**src/vfa_pkg.sv**
```systemverilog
// ----------------------------------------------------------------------------
// vfa_pkg
// Shared types, widths and helper functions of the 3D fixed-point vector ALU.
// ----------------------------------------------------------------------------
package vfa_pkg;

  localparam int WORD_BITS = 32;
  localparam int FRAC_BITS = 16;
  localparam int THR_BITS  = 16;

  // APB register file
  localparam int ADDR_BITS = 3;
  localparam int DATA_BITS = 32;
  localparam logic [ADDR_BITS-3:0] REG_THRESHOLD = '0;

  // datapath widths
  localparam int OPD_W  = WORD_BITS + 1;            // multiplier operand
  localparam int PROD_W = 2 * OPD_W;                // exact product
  localparam int SUM_W  = PROD_W + 2;               // sum of three products
  localparam int RES_W  = SUM_W - FRAC_BITS;        // rounded result
  localparam int NZ_W   = WORD_BITS + 2;            // near-zero test operand
  localparam int LEN_W  = WORD_BITS + 1;            // rounded length
  localparam int QUO_W  = FRAC_BITS + 1;            // normalized magnitude

  // square root: one result bit per step
  localparam int SQRT_STAGES    = 8;
  localparam int SQRT_STEPS_PER = WORD_BITS / SQRT_STAGES;
  localparam int SQRT_LAT       = SQRT_STAGES + 1;

  // normalize divider: one quotient bit per step, rounding in the last stage
  localparam int DIV_STEPS     = FRAC_BITS + 1;
  localparam int DIV_STEPS_PER = 3;
  localparam int DIV_STAGES    = (DIV_STEPS + DIV_STEPS_PER - 1) / DIV_STEPS_PER;
  localparam int DIV_LAT       = DIV_STAGES;

  localparam int SIDE_N   = SQRT_LAT + DIV_LAT + 1;
  localparam int PIPE_LAT = SIDE_N + 4;

  localparam logic signed [RES_W-1:0] RES_MAX =
    {{(RES_W-WORD_BITS+1){1'b0}}, {(WORD_BITS-1){1'b1}}};
  localparam logic signed [RES_W-1:0] RES_MIN =
    {{(RES_W-WORD_BITS+1){1'b1}}, {(WORD_BITS-1){1'b0}}};
  localparam logic signed [RES_W-1:0] ONE_RES = RES_W'(1) << FRAC_BITS;
  localparam logic signed [SUM_W-1:0] HALF_SUM = SUM_W'(1) << (FRAC_BITS - 1);

  typedef enum logic [3:0] {
    OP_ADD    = 4'd0,
    OP_SUB    = 4'd1,
    OP_NEG    = 4'd2,
    OP_SCALE  = 4'd3,
    OP_CROSS  = 4'd4,
    OP_DOT    = 4'd5,
    OP_LENGTH = 4'd6,
    OP_NORM   = 4'd7,
    OP_LERP   = 4'd8,
    OP_EQUAL  = 4'd9
  } op_e;

  typedef enum logic [1:0] {
    AXIS_X,
    AXIS_Y,
    AXIS_Z
  } axis_e;

  typedef struct packed {
    logic [3:0]                  op;
    logic signed [WORD_BITS-1:0] a_x;
    logic signed [WORD_BITS-1:0] a_y;
    logic signed [WORD_BITS-1:0] a_z;
    logic signed [WORD_BITS-1:0] b_x;
    logic signed [WORD_BITS-1:0] b_y;
    logic signed [WORD_BITS-1:0] b_z;
    logic signed [WORD_BITS-1:0] scalar_in;
  } in_t;

  typedef struct packed {
    logic signed [WORD_BITS-1:0] r_x;
    logic signed [WORD_BITS-1:0] r_y;
    logic signed [WORD_BITS-1:0] r_z;
    logic signed [WORD_BITS-1:0] scalar_out;
    logic                        equal_flag;
    logic                        saturated;
  } out_t;

  // v counts as zero when v == 0 or |v| < thr
  function automatic logic near_zero(input logic signed [NZ_W-1:0] v,
                                     input logic [THR_BITS-1:0] thr);
    logic [NZ_W-1:0] m;
    m = v[NZ_W-1] ? NZ_W'(-v) : NZ_W'(v);
    return (v == '0) || (m < NZ_W'(thr));
  endfunction

  // add half an LSB, then drop the fraction
  function automatic logic signed [RES_W-1:0] round_q(input logic signed [SUM_W-1:0] v);
    logic signed [SUM_W-1:0] t;
    t = v + HALF_SUM;
    return $signed(t[SUM_W-1:FRAC_BITS]);
  endfunction

  function automatic logic signed [WORD_BITS-1:0] sat_word(input logic signed [RES_W-1:0] v);
    logic signed [WORD_BITS-1:0] r;
    if (v > RES_MAX) begin
      r = RES_MAX[WORD_BITS-1:0];
    end else if (v < RES_MIN) begin
      r = RES_MIN[WORD_BITS-1:0];
    end else begin
      r = v[WORD_BITS-1:0];
    end
    return r;
  endfunction

  function automatic logic is_clipped(input logic signed [RES_W-1:0] v);
    return (v > RES_MAX) || (v < RES_MIN);
  endfunction

endpackage

```
**src/vfa_div.sv**
```systemverilog
// ----------------------------------------------------------------------------
// vfa_div
// Pipelined divider lane for normalize: (num << FRAC_BITS) / den, with
// num <= den, rounded half away from zero on the magnitude.
// ----------------------------------------------------------------------------
module vfa_div (
  input  logic                              clk_i,
  input  logic [vfa_pkg::WORD_BITS-1:0]     num_i,
  input  logic [vfa_pkg::LEN_W-1:0]         den_i,
  output logic [vfa_pkg::QUO_W-1:0]         quo_o
);

  localparam int W = vfa_pkg::WORD_BITS;
  localparam int F = vfa_pkg::FRAC_BITS;
  localparam int S = vfa_pkg::DIV_STAGES;

  logic [W+1:0]                 rem_q [S];
  logic [vfa_pkg::QUO_W-1:0]    quo_q [S];
  logic [vfa_pkg::LEN_W-1:0]    den_q [S];
  logic                         lsb_q [S];
  logic [W+1:0]                 rem_d [S];
  logic [vfa_pkg::QUO_W-1:0]    quo_d [S];
  logic [vfa_pkg::LEN_W-1:0]    den_d [S];
  logic                         lsb_d [S];

  always_comb begin : stage_comb
    logic [W+1:0]              rem;
    logic [vfa_pkg::QUO_W-1:0] quo;
    logic [vfa_pkg::LEN_W-1:0] den;
    logic                      lsb;
    logic                      nbit;
    int                        idx;
    for (int k = 0; k < S; k++) begin
      if (k == 0) begin
        // upper numerator bits are num >> 1, already below den
        rem = (W+2)'(num_i >> 1);
        quo = '0;
        den = den_i;
        lsb = num_i[0];
      end else begin
        rem = rem_q[k-1];
        quo = quo_q[k-1];
        den = den_q[k-1];
        lsb = lsb_q[k-1];
      end
      for (int j = 0; j < vfa_pkg::DIV_STEPS_PER; j++) begin
        idx = k * vfa_pkg::DIV_STEPS_PER + j;
        if (idx < vfa_pkg::DIV_STEPS) begin
          nbit = (idx == 0) ? lsb : 1'b0;
          rem  = {rem[W:0], nbit};
          if (rem >= {1'b0, den}) begin
            rem = rem - {1'b0, den};
            quo = {quo[F-1:0], 1'b1};
          end else begin
            quo = {quo[F-1:0], 1'b0};
          end
        end
      end
      if (k == S - 1) begin
        if ({rem[W:0], 1'b0} >= {1'b0, den}) begin
          quo = quo + 1'b1;
        end
      end
      rem_d[k] = rem;
      quo_d[k] = quo;
      den_d[k] = den;
      lsb_d[k] = lsb;
    end
  end

  always_ff @(posedge clk_i) begin
    for (int k = 0; k < S; k++) begin
      rem_q[k] <= rem_d[k];
      quo_q[k] <= quo_d[k];
      den_q[k] <= den_d[k];
      lsb_q[k] <= lsb_d[k];
    end
  end

  assign quo_o = quo_q[S-1];

endmodule

```
**config.mk**
```make
export PLATFORM = sky130hd
export DESIGN_NAME = vfa_div
export DESIGN_NICKNAME = d
export VERILOG_FILES = /design/src/vfa_pkg.sv /design/src/vfa_div.sv
export SDC_FILE = /design/constraint.sdc
export NUM_CORES = 2
export LEC_CHECK = 0
export BUFFER_PORTS_ARGS = -buffer_cell sky130_fd_sc_hd__buf_2
export CORE_UTILIZATION = 45
export DETAILED_ROUTE_END_ITERATION = 10
export MAX_ROUTING_LAYER = met4
export PLACE_DENSITY = 0.71
export SYNTH_ARGS = -nofsm -noshare
export SYNTH_HDL_FRONTEND = slang
export SYNTH_SLANG_ARGS = --single-unit
```
**constraint.sdc**
```tcl
create_clock -name clk_i -period 17.1 [get_ports clk_i]
set_input_delay 0.855 -clock clk_i [delete_from_list [all_inputs] [get_ports clk_i]]
set_output_delay 0.855 -clock clk_i [all_outputs]
set_load 0.01 [all_outputs]
```
* Word level (Yosys, flattened, before mapping)
Memories as Yosys holds them, arrays and structs flattened. Index checks and enable logic that the tools add are counted.
Storage, ports and cells: memories kept 3, flip-flop bits (word level) 0, output and inout port bits 17, input port bits 66, word-level logic and storage cells 74, bits in writable memories 504
Memories:
- rem_q | depth 6, width 34, rd ports 5, clocked after memory_dff 0, write ports 6, RTL line vfa_div.sv:17 | logic [W+1:0] rem_q [S];
- den_q | depth 6, width 33, rd ports 5, clocked after memory_dff 0, write ports 6, RTL line vfa_div.sv:19 | logic [vfa_pkg::LEN_W-1:0] den_q [S];
- quo_q | depth 6, width 17, rd ports 6, clocked after memory_dff 0, write ports 6, RTL line vfa_div.sv:18 | logic [vfa_pkg::QUO_W-1:0] quo_q [S];
Operators by class: $lt $le $gt $ge 18, multiplexer cells 35, $add $sub $neg 18
Operators with widths (number):
- greater-or-equal comparator 34 x 33 -> 1 bit | 17
- 2-to-1 mux 33 bit | 11
- subtractor 33 bit | 10
- 2-to-1 mux 34 bit | 6
- subtractor 34 x 33 -> 34 bit | 6
- greater-or-equal comparator 32 x 33 -> 1 bit | 1
- subtractor 32 x 33 -> 33 bit | 1
- adder 17 x 1 -> 17 bit (second input constant) | 1
- 2-to-1 mux 1 bit | 17
- 2-to-1 mux 17 bit | 1

* Longest topological paths before layout
An unclocked memory read counts as a cell.
depth after elaboration 7, gate-level depth with buffers 46, mapped depth without buffers 42

* Least setup slack after synthesis
OpenSTA, ideal clock, no wires.
path type in2reg, start input port den_i[7] in the netlist's numbering, end memory rem_q[0][10] in the netlist's numbering, stages on the path 42, path slack 6.943 ns, path buffers 4, arrival time 10.035 ns, library setup time 0.121 ns, path through inv_1 > ha_1 > o21ai_1 > a211oi_1 > o22a_1 > o31ai_1 > o211a_1 > o41ai_2 > a31oi_1 > o32ai_4 > buf_2 > mux2_2 > ha_1 > nor2b_1 > o31a_1 > o31ai_2 > a21boi_1 > a211o_1 > [... 6 more ...] > buf_2 > nand2_1 > o21ai_0 > ha_1 > o21a_1 > o31a_1 > o41a_1 > o21ai_2 > a21boi_1 > o41a_1 > a211o_1 > and3_4 > a41o_1 > a211oi_4 > o21a_2 > o21ai_4 > buf_6 > mux2_4
RTL lines:
- start: declaration | RTL line vfa_div.sv:9 | input logic [vfa_pkg::LEN_W-1:0] den_i,
- end: declaration | RTL line vfa_div.sv:17

==> run_results.csv <==
group,metric,value,unit
setup_path,start_kind,"register",
timing,rsz0062_at_grt,"false",
clocking,cts_htree_levels,2,
setup_path,startpoint,"den_q[1][0]",
setup_path,crit_path_end_kind,"register",
synthesis,synth_nets,6079,
placement,gp_congestion,1.023,
global_routing,overflow,0,
synthesis,netlist.area_leader.share,18.48,%
synthesis,synth_ff_type,"dfxtp_1",
drt,route.detailed.drc,0,
floorplanning,die-area,95610,µm²
synthesis,syn_area,42470,µm²
floorplanning,num_rows,112,
finish,multi_input_area,32800,µm²
synthesis,async_reset_ff_share,0,%
clocking,insertion_delay,0.63,ns
finish,finalNetCount,6112,
setup_path,critPathRequiredTime,17.58,ns
clocking,numCtsBuffers,47,
floorplanning,io_pins,83,
floorplanning,coreArea,93470,µm²
drt,wl_per_cell,19.30,µm
setup_path,r2r.worst_path.cells,37,
floorplanning,die_w,309.2,µm
timing,final.setup.tns,0,ns
setup_path,critical_path_arrival,13.24,ns
synthesis,synthCells,5424,
drt,drt_wl_total,130.2,mm
clocking,cts_max_path_buffers,3,
finish,area_growth_syn_to_layout,7.589,%
setup_path,critPathMaxFanout,34,
timing,finalMaxSlewViolations,0,
floorplanning,die_h,309.2,µm
synthesis,synth-edff-count,0,
timing,clock_skew,0.04370,ns
global_routing,grtUsageTotal,27.48,%
timing,setup_viol,0,
global_routing,grt_start_max_net_pins,49,
clocking,cts_hold_buf,0,
hold_path,worstHoldStart,"quo_q[2][8]",
drt,first_pass_iters,7,
clocking,clk_pin_slew_worst_paths,0.06,ns
setup_path,crit_type,"register to register",
setup_path,regToRegStartpoint,"den_q[1][0]",
synthesis,syn_area_per_cell,7.830,µm²
floorplanning,start_util,45.44,%
clocking,clockRootBuffer,"clkbuf_16",
timing,worst_pin_slew,1.274,ns
timing,finalHoldViolCount,0,
hold_path,whs_endpoint,"quo_q[3][11]",
status,status,"complete, no violations",
flow_run,cap_viol_max_count,0,
finish,fillers,9138,
drt,routed-via-count,39720,
placement,io_buffer_count,82,
clocking,cts.sinks,392,
placement,dp_hpwl,109.1,mm
setup_path,r2r-end,"rem_q[2][3]",
clocking,ctsResizeCount,0,
global_routing,grt_pass1_vias,38620,
global_routing,grt_pass1_wl,203.7,mm
drt,vias_per_cell,5.886,
timing,finalCriticalPeriod,12.76,ns
timing,slew-limit-headroom,14.53,%
drt,ant_nets,0,
clocking,cts_tree,"done",
timing,timing.final.crit_share,74.63,%
setup_path,cpMostUsedCell,"a211oi_1",
setup_path,max_stage_delay,1.07,ns
clocking,cts_setup_buffers,0,
finish,final_layout_size_suffix_gt1_share,9.230,%
synthesis,yosys-top-cells-area,"dfxtp_1, ha_1, a21oi_1, xnor2_1, mux2_2",
setup_path,slowest_stage,"a211oi_1",
synthesis,ys_seq_area_share,18.48,%
synthesis,ys_ff_latch,392,
timing,fmax,78.36,MHz
hold_path,hold_path_depth,0,
setup_path,reg2reg_setup_slack,4.34,ns
drt,drt_iter0_markers,2402,
hold_path,min_path_type,"register to register",
global_routing,antenna_found_initial,3,
finish,regArea,7848,µm²
synthesis,synth_top_area_cell,"dfxtp_1",
synthesis,ys_types,101,
timing,hold_ws,0.3249,ns
synthesis,yosysWarnings,0,
==> flip-flops by register name, indices dropped and copies added, names as in the netlist <==
signal,cells
den_q,165
rem_q,165
quo_q,62
==> cell families after synthesis <==
family	count (synthesis)	share of synthesized area, %
AOI/OAI and AO/OA	1733	25.91
xor gates and xnor gates	482	9.940
adders and majority gates	589	17.48
buffers and inverters	471	4.378
DFF	392	18.48
muxes	257	7.009
and+or+nand+nor	1500	16.81
==> per-stage QoR <==
step / instance area, µm² / setup WS [ns] / instances / utilization [%]
CTS: 45690 / 4.552 / 6747 / 48.88
finish: 45690 / 4.339 / 6749 / 48.88
global placement: 44100 / 4.697 / 6662 / 47.18
global route: 45690 / 3.601 / 6749 / 48.88
floorplan: 42470 / 6.943 / 5424 / -
detailed placement: 44100 / 4.587 / 6662 / 47.18
==> worst max-delay path by stage <==
stage | slack [ns] | depth (start not counted) | endpoint
floorplan | 6.94 | 42 | rem_q[0][10]
global placement | 4.70 | 43 | rem_q[0][5]
detailed placement | 4.59 | 40 | rem_q[1][32]
CTS | 4.55 | 37 | rem_q[2][3]
global route | 3.60 | 39 | rem_q[1][28]
finish | 4.34 | 37 | rem_q[2][3]
==> layer usage <==
layer	wire [µm]	global-route usage, %	vias to the layer above	share of wire [%]
met3	5079	2.645	363	3.9
met2	64220	49.17	1017	49
met5	0	-	-	0
li1	-	-	19750	-
met4	8643	16.13	0	6.6
met1	52280	29.37	18590	40
==> final cells by class <==
type,count,share of cell area (%)
clock inverters,22,0.5504
clock buffers,63,2.924
multi-input cells,4561,71.78
repair buffers,102,1.227
flip-flops and latches,392,17.17
diodes,2,0.01095
inverters,353,2.900
well taps,1254,3.434
==> layout by cell type, fill, tap and decap left out, types with 14 or more instances in the layout <==
cell type and instances:
a21o_1 245, and2_1 27, mux2_2 215, o21a_1 95, buf_2 82, nor3_1 103, and3_1 47, mux2_4 27
o31a_1 14, or2_2 30, clkbuf_16 47, nand3_1 111, o31ai_1 29, a211o_1 22, and4_1 21, dfxtp_1 392
inv_1 350, nand2_1 404, buf_4 20, a31oi_1 57, a21oi_1 584, xnor2_1 327, mux2i_1 15, xor2_1 155
nand2b_1 88, o21bai_1 80, nor2b_1 69, o2111ai_1 14, a211oi_1 41, ha_1 582, or3_1 36, nor4_1 14
o21ai_0 351, nor2_1 437, nand4_1 73, o211ai_1 22
==> critical path, delay by kind of cell, from the launching register on <==
kind	cells	cell delay, ns
AO/OA/AOI/OAI	21	6.76
flip-flops	1	0.57
multiplexers	3	1.13
buffers and inverters	3	0.98
AND/OR/NAND/NOR	7	1.87
adder cells (fa/ha/maj)	3	1.23
==> synthesized netlist by cell type (all sizes together), types with 88 or more instances <==
cell type / instances
a21o: 245
a21oi: 587
dfxtp: 392
ha: 582
inv: 353
mux2: 242
nand2: 404
nand2b: 88
nand3: 112
nor2: 439
nor3: 105
o21a: 96
o21ai: 362
xnor2: 327
xor2: 155
Power is not shown: default switching activity piles up to over one toggle a cycle in this logic, so the estimate is an artifact.
