**src/vfa_pkg.sv**
```systemverilog
// ----------------------------------------------------------------------------
// vfa_pkg
// Shared types, widths and helper functions of the 3D fixed-point vector ALU.
// ----------------------------------------------------------------------------
package vfa_pkg;

  localparam int WORD_BITS = 32;
  localparam int FRAC_BITS = 16;
  localparam int THR_BITS  = 16;

  // APB register file
  localparam int ADDR_BITS = 3;
  localparam int DATA_BITS = 32;
  localparam logic [ADDR_BITS-3:0] REG_THRESHOLD = '0;

  // datapath widths
  localparam int OPD_W  = WORD_BITS + 1;            // multiplier operand
  localparam int PROD_W = 2 * OPD_W;                // exact product
  localparam int SUM_W  = PROD_W + 2;               // sum of three products
  localparam int RES_W  = SUM_W - FRAC_BITS;        // rounded result
  localparam int NZ_W   = WORD_BITS + 2;            // near-zero test operand
  localparam int LEN_W  = WORD_BITS + 1;            // rounded length
  localparam int QUO_W  = FRAC_BITS + 1;            // normalized magnitude

  // square root: one result bit per step
  localparam int SQRT_STAGES    = 8;
  localparam int SQRT_STEPS_PER = WORD_BITS / SQRT_STAGES;
  localparam int SQRT_LAT       = SQRT_STAGES + 1;

  // normalize divider: one quotient bit per step, rounding in the last stage
  localparam int DIV_STEPS     = FRAC_BITS + 1;
  localparam int DIV_STEPS_PER = 3;
  localparam int DIV_STAGES    = (DIV_STEPS + DIV_STEPS_PER - 1) / DIV_STEPS_PER;
  localparam int DIV_LAT       = DIV_STAGES;

  localparam int SIDE_N   = SQRT_LAT + DIV_LAT + 1;
  localparam int PIPE_LAT = SIDE_N + 4;

  localparam logic signed [RES_W-1:0] RES_MAX =
    {{(RES_W-WORD_BITS+1){1'b0}}, {(WORD_BITS-1){1'b1}}};
  localparam logic signed [RES_W-1:0] RES_MIN =
    {{(RES_W-WORD_BITS+1){1'b1}}, {(WORD_BITS-1){1'b0}}};
  localparam logic signed [RES_W-1:0] ONE_RES = RES_W'(1) << FRAC_BITS;
  localparam logic signed [SUM_W-1:0] HALF_SUM = SUM_W'(1) << (FRAC_BITS - 1);

  typedef enum logic [3:0] {
    OP_ADD    = 4'd0,
    OP_SUB    = 4'd1,
    OP_NEG    = 4'd2,
    OP_SCALE  = 4'd3,
    OP_CROSS  = 4'd4,
    OP_DOT    = 4'd5,
    OP_LENGTH = 4'd6,
    OP_NORM   = 4'd7,
    OP_LERP   = 4'd8,
    OP_EQUAL  = 4'd9
  } op_e;

  typedef enum logic [1:0] {
    AXIS_X,
    AXIS_Y,
    AXIS_Z
  } axis_e;

  typedef struct packed {
    logic [3:0]                  op;
    logic signed [WORD_BITS-1:0] a_x;
    logic signed [WORD_BITS-1:0] a_y;
    logic signed [WORD_BITS-1:0] a_z;
    logic signed [WORD_BITS-1:0] b_x;
    logic signed [WORD_BITS-1:0] b_y;
    logic signed [WORD_BITS-1:0] b_z;
    logic signed [WORD_BITS-1:0] scalar_in;
  } in_t;

  typedef struct packed {
    logic signed [WORD_BITS-1:0] r_x;
    logic signed [WORD_BITS-1:0] r_y;
    logic signed [WORD_BITS-1:0] r_z;
    logic signed [WORD_BITS-1:0] scalar_out;
    logic                        equal_flag;
    logic                        saturated;
  } out_t;

  // v counts as zero when v == 0 or |v| < thr
  function automatic logic near_zero(input logic signed [NZ_W-1:0] v,
                                     input logic [THR_BITS-1:0] thr);
    logic [NZ_W-1:0] m;
    m = v[NZ_W-1] ? NZ_W'(-v) : NZ_W'(v);
    return (v == '0) || (m < NZ_W'(thr));
  endfunction

  // add half an LSB, then drop the fraction
  function automatic logic signed [RES_W-1:0] round_q(input logic signed [SUM_W-1:0] v);
    logic signed [SUM_W-1:0] t;
    t = v + HALF_SUM;
    return $signed(t[SUM_W-1:FRAC_BITS]);
  endfunction

  function automatic logic signed [WORD_BITS-1:0] sat_word(input logic signed [RES_W-1:0] v);
    logic signed [WORD_BITS-1:0] r;
    if (v > RES_MAX) begin
      r = RES_MAX[WORD_BITS-1:0];
    end else if (v < RES_MIN) begin
      r = RES_MIN[WORD_BITS-1:0];
    end else begin
      r = v[WORD_BITS-1:0];
    end
    return r;
  endfunction

  function automatic logic is_clipped(input logic signed [RES_W-1:0] v);
    return (v > RES_MAX) || (v < RES_MIN);
  endfunction

endpackage

```
**src/vfa_sqrt.sv**
```systemverilog
// ----------------------------------------------------------------------------
// vfa_sqrt
// Pipelined integer square root, rounded to nearest, one root bit per step.
// ----------------------------------------------------------------------------
module vfa_sqrt (
  input  logic                               clk_i,
  input  logic [2*vfa_pkg::WORD_BITS-1:0]    rad_i,
  output logic [vfa_pkg::LEN_W-1:0]          root_o
);

  localparam int W = vfa_pkg::WORD_BITS;
  localparam int S = vfa_pkg::SQRT_STAGES;

  logic [W+1:0]   rem_q  [S];
  logic [W-1:0]   root_q [S];
  logic [2*W-1:0] rad_q  [S];
  logic [W+1:0]   rem_d  [S];
  logic [W-1:0]   root_d [S];
  logic [2*W-1:0] rad_d  [S];
  logic [vfa_pkg::LEN_W-1:0] root_out_q;

  always_comb begin : stage_comb
    logic [W+1:0]   rem;
    logic [W-1:0]   root;
    logic [2*W-1:0] rad;
    logic [W+1:0]   trial;
    for (int k = 0; k < S; k++) begin
      if (k == 0) begin
        rem  = '0;
        root = '0;
        rad  = rad_i;
      end else begin
        rem  = rem_q[k-1];
        root = root_q[k-1];
        rad  = rad_q[k-1];
      end
      for (int j = 0; j < vfa_pkg::SQRT_STEPS_PER; j++) begin
        // bring down the next two radicand bits and try 4*root + 1
        rem   = {rem[W-1:0], rad[2*W-1 -: 2]};
        rad   = {rad[2*W-3:0], 2'b00};
        trial = {root, 2'b01};
        if (rem >= trial) begin
          rem  = rem - trial;
          root = {root[W-2:0], 1'b1};
        end else begin
          root = {root[W-2:0], 1'b0};
        end
      end
      rem_d[k]  = rem;
      root_d[k] = root;
      rad_d[k]  = rad;
    end
  end

  always_ff @(posedge clk_i) begin
    for (int k = 0; k < S; k++) begin
      rem_q[k]  <= rem_d[k];
      root_q[k] <= root_d[k];
      rad_q[k]  <= rad_d[k];
    end
    // round up when the remainder exceeds the root
    root_out_q <= {1'b0, root_q[S-1]}
                + vfa_pkg::LEN_W'(rem_q[S-1] > {2'b00, root_q[S-1]});
  end

  assign root_o = root_out_q;

endmodule

```
**config.mk**
```make
export PLATFORM = sky130hd
export DESIGN_NAME = vfa_sqrt
export DESIGN_NICKNAME = d
export VERILOG_FILES = /design/src/vfa_pkg.sv /design/src/vfa_sqrt.sv
export SDC_FILE = /design/constraint.sdc
export NUM_CORES = 2
export LEC_CHECK = 0
export BUFFER_PORTS_ARGS = -buffer_cell sky130_fd_sc_hd__buf_2
export CAP_MARGIN = 5
export CORE_AREA = 2 2 327 329
export DETAILED_ROUTE_END_ITERATION = 7
export DIE_AREA = 0 0 329 331
export GPL_TIMING_DRIVEN = 0
export PLACE_DENSITY = 0.89
export SETUP_SLACK_MARGIN = 0.2
export SLEW_MARGIN = 20
export SYNTH_ARGS = -nofsm -noshare
export SYNTH_HDL_FRONTEND = slang
export SYNTH_SLANG_ARGS = --single-unit
```
**constraint.sdc**
```tcl
create_clock -name clk_i -period 11.19 [get_ports clk_i]
set_clock_uncertainty 0.05 [all_clocks]
set_input_delay 1.119 -clock clk_i [delete_from_list [all_inputs] [get_ports clk_i]]
set_output_delay 1.119 -clock clk_i [all_outputs]
set_load 0.01 [all_outputs]
```
Yosys cells after proc, flatten, opt, wreduce, memory -nomap -nowiden:

Memories as Yosys holds them, arrays and structs flattened.
Index checks and enable logic that the tools add are counted.

* bitwise gates (word level): 0
* multipliers: 0
* shift operators: 0
* muxes and demuxes: 64
* add/sub/neg operators: 33
* eq/ne operators: 0
* reductions and logical operators: 0
* div/mod/pow operators: 0
* $lt $le $gt $ge: 33

Operators by type and width (count)
* 34-bit >= comparator: 28
* 32-bit two-way mux: 24
* 32-bit subtractor: 21
* 34-bit two-way mux: 8
* 34-bit subtractor: 7
* 34-bit by 3-bit >= comparator with 1-bit output: 1
* 34-bit by 4-bit >= comparator with 1-bit output: 1
* 34-bit by 5-bit >= comparator with 1-bit output: 1
* 34-bit by 32-bit > comparator with 1-bit output: 1
* 34-bit by 5-bit subtractor with 34-bit output: 1
* 32-bit by 1-bit adder with 33-bit output: 1
* 1-bit two-way mux: 32
* 32-bit by 3-bit subtractor with 32-bit output: 1
* 32-bit by 4-bit subtractor with 32-bit output: 1
* 2-bit by 1-bit subtractor with 3-bit output, second input constant: 1
* 2-bit by 1-bit >= comparator with 1-bit output, second input constant: 1

* word-level logic and storage cells: 134
* output and inout port bits: 33
* bits in latches: 0
* bits in registers: 33
* memories kept: 3
* memory bits (writable): 976
* memory bits (read-only): 0

Memory list
* rad_q: depth 8, bits a word 56, read ports 7, clocked after memory_dff 0, write ports 8, line vfa_sqrt.sv:16 `logic [2*W-1:0] rad_q [S];`
* rem_q: depth 8, bits a word 34, read ports 8, clocked after memory_dff 0, write ports 8, line vfa_sqrt.sv:14 `logic [W+1:0] rem_q [S];`
* root_q: depth 8, bits a word 32, read ports 8, clocked after memory_dff 0, write ports 8, line vfa_sqrt.sv:15 `logic [W-1:0] root_q [S];`

Depth between registers and ports, before layout:

An unclocked memory read counts as a cell.

* depth after elaboration: 9
* mapped depth: 65
* gate-level depth less buffers: 57

Least setup slack after synthesis:

Ideal clock, no wire load.

* path kind: register -> register
* start point: memory root_q[1][53] (netlist name)
* end point: memory rem_q[1][89] (netlist name)
* clock period less this slack: 11.744 ns
* data arrival time: 11.571 ns
* cell stages (with the launch flop): 56
* slack: -0.554 ns
* setup time: 0.123 ns
* cell sequence: dfxtp_1 inv_1 ha_1 clkbuf_1 nand3_1 nor4_1 o2111ai_1 nand3_1 clkbuf_1 clkbuf_1 a21oi_1 ha_1 clkbuf_1 nand4_1 or3_1 or3_1 o311a_1 and4_1 [20 not listed] inv_1 clkbuf_1 mux2_2 ha_1 a21o_1 a21oi_1 nor2b_1 o21ai_0 a21oi_1 o21a_1 o21ai_0 nand2b_1 o41ai_2 o21ai_1 or2_1 clkbuf_1 buf_2 mux2_1

RTL lines (line)
* start: declaration: vfa_sqrt.sv:15
* end: declaration: vfa_sqrt.sv:14

==> results.toml <==
[hold_path]
min_path_type = "flop to flop"
holdPathStages = 0

[clock_network]
cts_tree = "yes"
numCtsBuffers = 75
root_buffer = "clkbuf_16"
clkSinkCount = 659
htree_levels = 3
cts_buffer_depth = 3
cts_hold_buffers = 0
insertion_delay_ps = 680
path_clk_slew_ps = 60

[grt]
grt_pass1_vias = 61900
track_usage_pct = 37.1
grt_max_degree = 20
grt-ovfl-total = 0
grt_pass1_wl_um = 328000
antenna_found_initial = 1

[synth]
ys_ff_latch = 659
synthDistinctLibCells = 120
ys.flop_type = "dfxtp_1"
syn_area_sq_um = 61900
synth-warning-count = 0
synth_edf_count = 0
syn_inst = 8150
synth_area_leaders = "dfxtp_1 21%, ha_1 12%, xnor2_1 7.3%"
synth_top_area_share_pct = 21.3
synth-async-reset-ratio_pct = 0
yosys.area.top_type = "dfxtp_1"
ys_seq_area_share_pct = 21.3
synth.avg_cell_area_sq_um = 7.60

[critical_path]
slowest_delay_ps = 550
cp_data_required_time_ps = 11700
critPathSlowestCell = "or4_4"
r2r_end = "rem_q[1][129]$_DFF_P_"
cp-start-kind = "flop"
critPathMaxFanout = 7
cp_common_cell = "o21ai_2"
regToRegSetupSlack_ps = -170
reg2reg_depth = 56
endpoint = "rem_q[1][129]$_DFF_P_"
r2r-start = "root_q[1][67]$_DFF_P_"
startpoint = "root_q[1][67]$_DFF_P_"
endpoint_kind = "flop"
cp_data_arrival_time_ps = 11860
worstSetupPathType = "flop to flop"

[final_layout]
nFillCells = 7532
nets = 9445
post-route-cell-area_sq_um = 76300
seq_area_sq_um = 13300
drive_gt1_share_pct = 21.9
area_growth_pct = 23.2
multi_input_area_sq_um = 50600

[floorplan]
die_h_um = 331
die_w_um = 329
core_sq_um = 105000
top_level_ports = 98
dieArea_sq_um = 109000
initial_core_util_pct = 59.0
rows = 119

[power]
pwr-share-seq_pct = 17.4
total_power_uw = 19400
switchingPower_uw = 9460
ir_drop_uv = 310
power_leakage_uw = 0.0337
power.internal_uw = 9890
power_frac_comb_pct = 69.5
swShare_pct = 48.9
power_density_nw_per_um2 = 254
p_clk_share_pct = 13.1

[route]
via_count = 68500
wl_um = 226000
drc = 4
antenna_left = 0
vias_per_cell = 6.69
wl_per_cell_um = 22.1
drt_iter0_drc = 8703
drt_pass1_iterations = 8

[placement]
dpl_cell_area_sq_um = 64300
io_buffers = 97
gp_congestion = 1.05
dp_hpwl_um = 160000

[sta]
timing.final.crit_share_pct = 101
setup_viol = 39
rsz0062_at_grt = "true"
hold_viol_final = 0
fin_crit_ps = 11360
tightest_slew_ps = 1120
slew_headroom_pct = 24.2
fmax_mhz = 88.1
slew_viol_final = 0
fin_ws_ps = -166

[run]
maxCapViolCount = 0

[run_status]
violations = "design-rule violations, negative setup slack"
outcome = "finished with violations"
-- flip-flops by register name (all words and copies together), names as in the netlist --
name,cells
rad_q,224
rem_q,258
root_o,33
root_q,144
-- worst max-delay path: cells and delay by family, from the launching register on --
kind / cells / cell delay, ps
AOI/OAI and AO/OA: 23 / 4530
xor gates and xnor gates: 2 / 210
adders and majority gates: 4 / 1320
buffers and inverters: 10 / 1490
DFF: 1 / 430
muxes: 1 / 250
and+or+nand+nor: 16 / 2900
-- how the worst min path moves through the flow --
stage                               startpoint              endpoint  slack (ps)
after floorplan            rad_q[0][2]$_DFF_P_  rad_q[1][10]$_DFF_P_         260
after global placement    rad_q[0][37]$_DFF_P_  rad_q[1][45]$_DFF_P_         260
after detailed placement  rad_q[3][36]$_DFF_P_  rad_q[4][44]$_DFF_P_         260
after CTS                 rad_q[2][32]$_DFF_P_  rad_q[3][40]$_DFF_P_         260
after global routing      rad_q[2][46]$_DFF_P_  rad_q[3][54]$_DFF_P_         280
final                     rad_q[2][32]$_DFF_P_  rad_q[3][40]$_DFF_P_         260
-- layout make-up --
class                      count  area share (%)
antenna                        1         0.00328
buffer                       245            2.93
clock buffer                  92            2.70
clock inverter                41           0.604
inverter                     424            2.27
multi-input combinational   6824            66.4
sequential                   659            17.5
tap                         1391            2.28
timing repair buffer         554            5.34
-- what timing repair did --
action                                  CTS  global route
pin swaps                               139           293
buffers inserted                        198           250
endpoints found under the setup margin  234           233
gates cloned                              1             8
gates resized for setup                 823           762
-- cells by family after synthesis --
logic type	after synthesis	synth area share [%]
muxes	140	2.49
buffers and inverters	670	4.27
adders and majority gates	597	12.1
DFF	659	21.3
xor gates and xnor gates	771	10.9
AOI/OAI and AO/OA	2524	26.2
and+or+nand+nor	2788	22.7
other	1	0.00606
-- power by group through the flow --
stage,Clock [uW],Sequential (uW),Combinational [uW]
after detailed placement,0,3330,10100
after global placement,0,3320,9850
after CTS,2560,3310,11300
final,2530,3370,13500
after global routing,2650,3390,14200
after floorplan,0,3190,7680
-- synthesized netlist by cell type, types with 25 or more instances --
cell,n
o211ai_1,60
o2111ai_1,26
nand3_1,221
nor3b_1,28
o21a_1,77
buf_1,30
a31o_2,29
xnor2_1,516
nor2b_1,84
nand2b_1,100
o21ai_0,477
ha_1,597
a31oi_1,109
o31ai_1,68
and4_1,34
a21o_1,295
and3_1,93
xor2_1,253
nor3_1,183
mux2_2,103
clkbuf_1,162
or2_2,69
a21oi_1,824
or4_1,50
a21boi_0,25
or3_1,85
inv_1,413
a211o_1,26
o21bai_1,112
nand2_1,670
mux2i_1,29
and2_1,63
a211oi_1,68
dfxtp_1,659
o31a_1,27
nor2_1,731
nor4_1,92
buf_2,39
nand4_1,154
-- routing by layer --
metal / up-vias / wire length, um / GRT usage, %
met2: 4433 / 102000 / 61.2
met4: 0 / 18500 / 23.8
met1: 31700 / 84000 / 45.0
met5: - / 0 / 0
li1: 31100 / - / -
met3: 1261 / 21900 / 5.76
-- metrics by stage --
step / instances / utilization [%] / setup WS, ps / setup TNS [ps] / hold WS (ps)
6_report: 10200 / 72.7 / -166 / -2520 / 260
5_1_grt: 10200 / 72.7 / -351 / -16090 / 276
4_1_cts: 9972 / 67.9 / 132 / 0 / 261
3_5_place_dp: 9641 / 61.2 / -4020 / -558290 / 262
3_3_place_gp: 9641 / 61.2 / -3740 / -511070 / 260
2_1_floorplan: 8153 / - / 209 / 0 / 260
-- cells in the final DEF (no fill, tap or decap), types with 55 or more instances in the layout --
cell type | Yosys | routed
a211oi_1 | 68 | 55
a21o_1 | 295 | 293
a21oi_1 | 824 | 685
a21oi_2 | 2 | 107
a31oi_1 | 109 | 105
and2_1 | 63 | 59
and3_1 | 93 | 83
buf_2 | 39 | 125
buf_4 | 7 | 464
clkbuf_1 | 162 | 56
clkbuf_16 | 0 | 89
dfxtp_1 | 659 | 593
ha_1 | 597 | 455
ha_4 | 0 | 113
inv_1 | 413 | 324
inv_2 | 9 | 57
mux2_2 | 103 | 91
nand2_1 | 670 | 639
nand2b_1 | 100 | 98
nand3_1 | 221 | 199
nand4_1 | 154 | 154
nor2_1 | 731 | 671
nor2b_1 | 84 | 80
nor3_1 | 183 | 163
nor4_1 | 92 | 74
o211ai_1 | 60 | 60
o21a_1 | 77 | 75
o21ai_0 | 477 | 385
o21ai_1 | 16 | 64
o21bai_1 | 112 | 108
o31ai_1 | 68 | 58
or2_2 | 69 | 68
or3_1 | 85 | 81
xnor2_1 | 516 | 507
xor2_1 | 253 | 250
No activity file was read; power rests on OpenSTA's default activity.
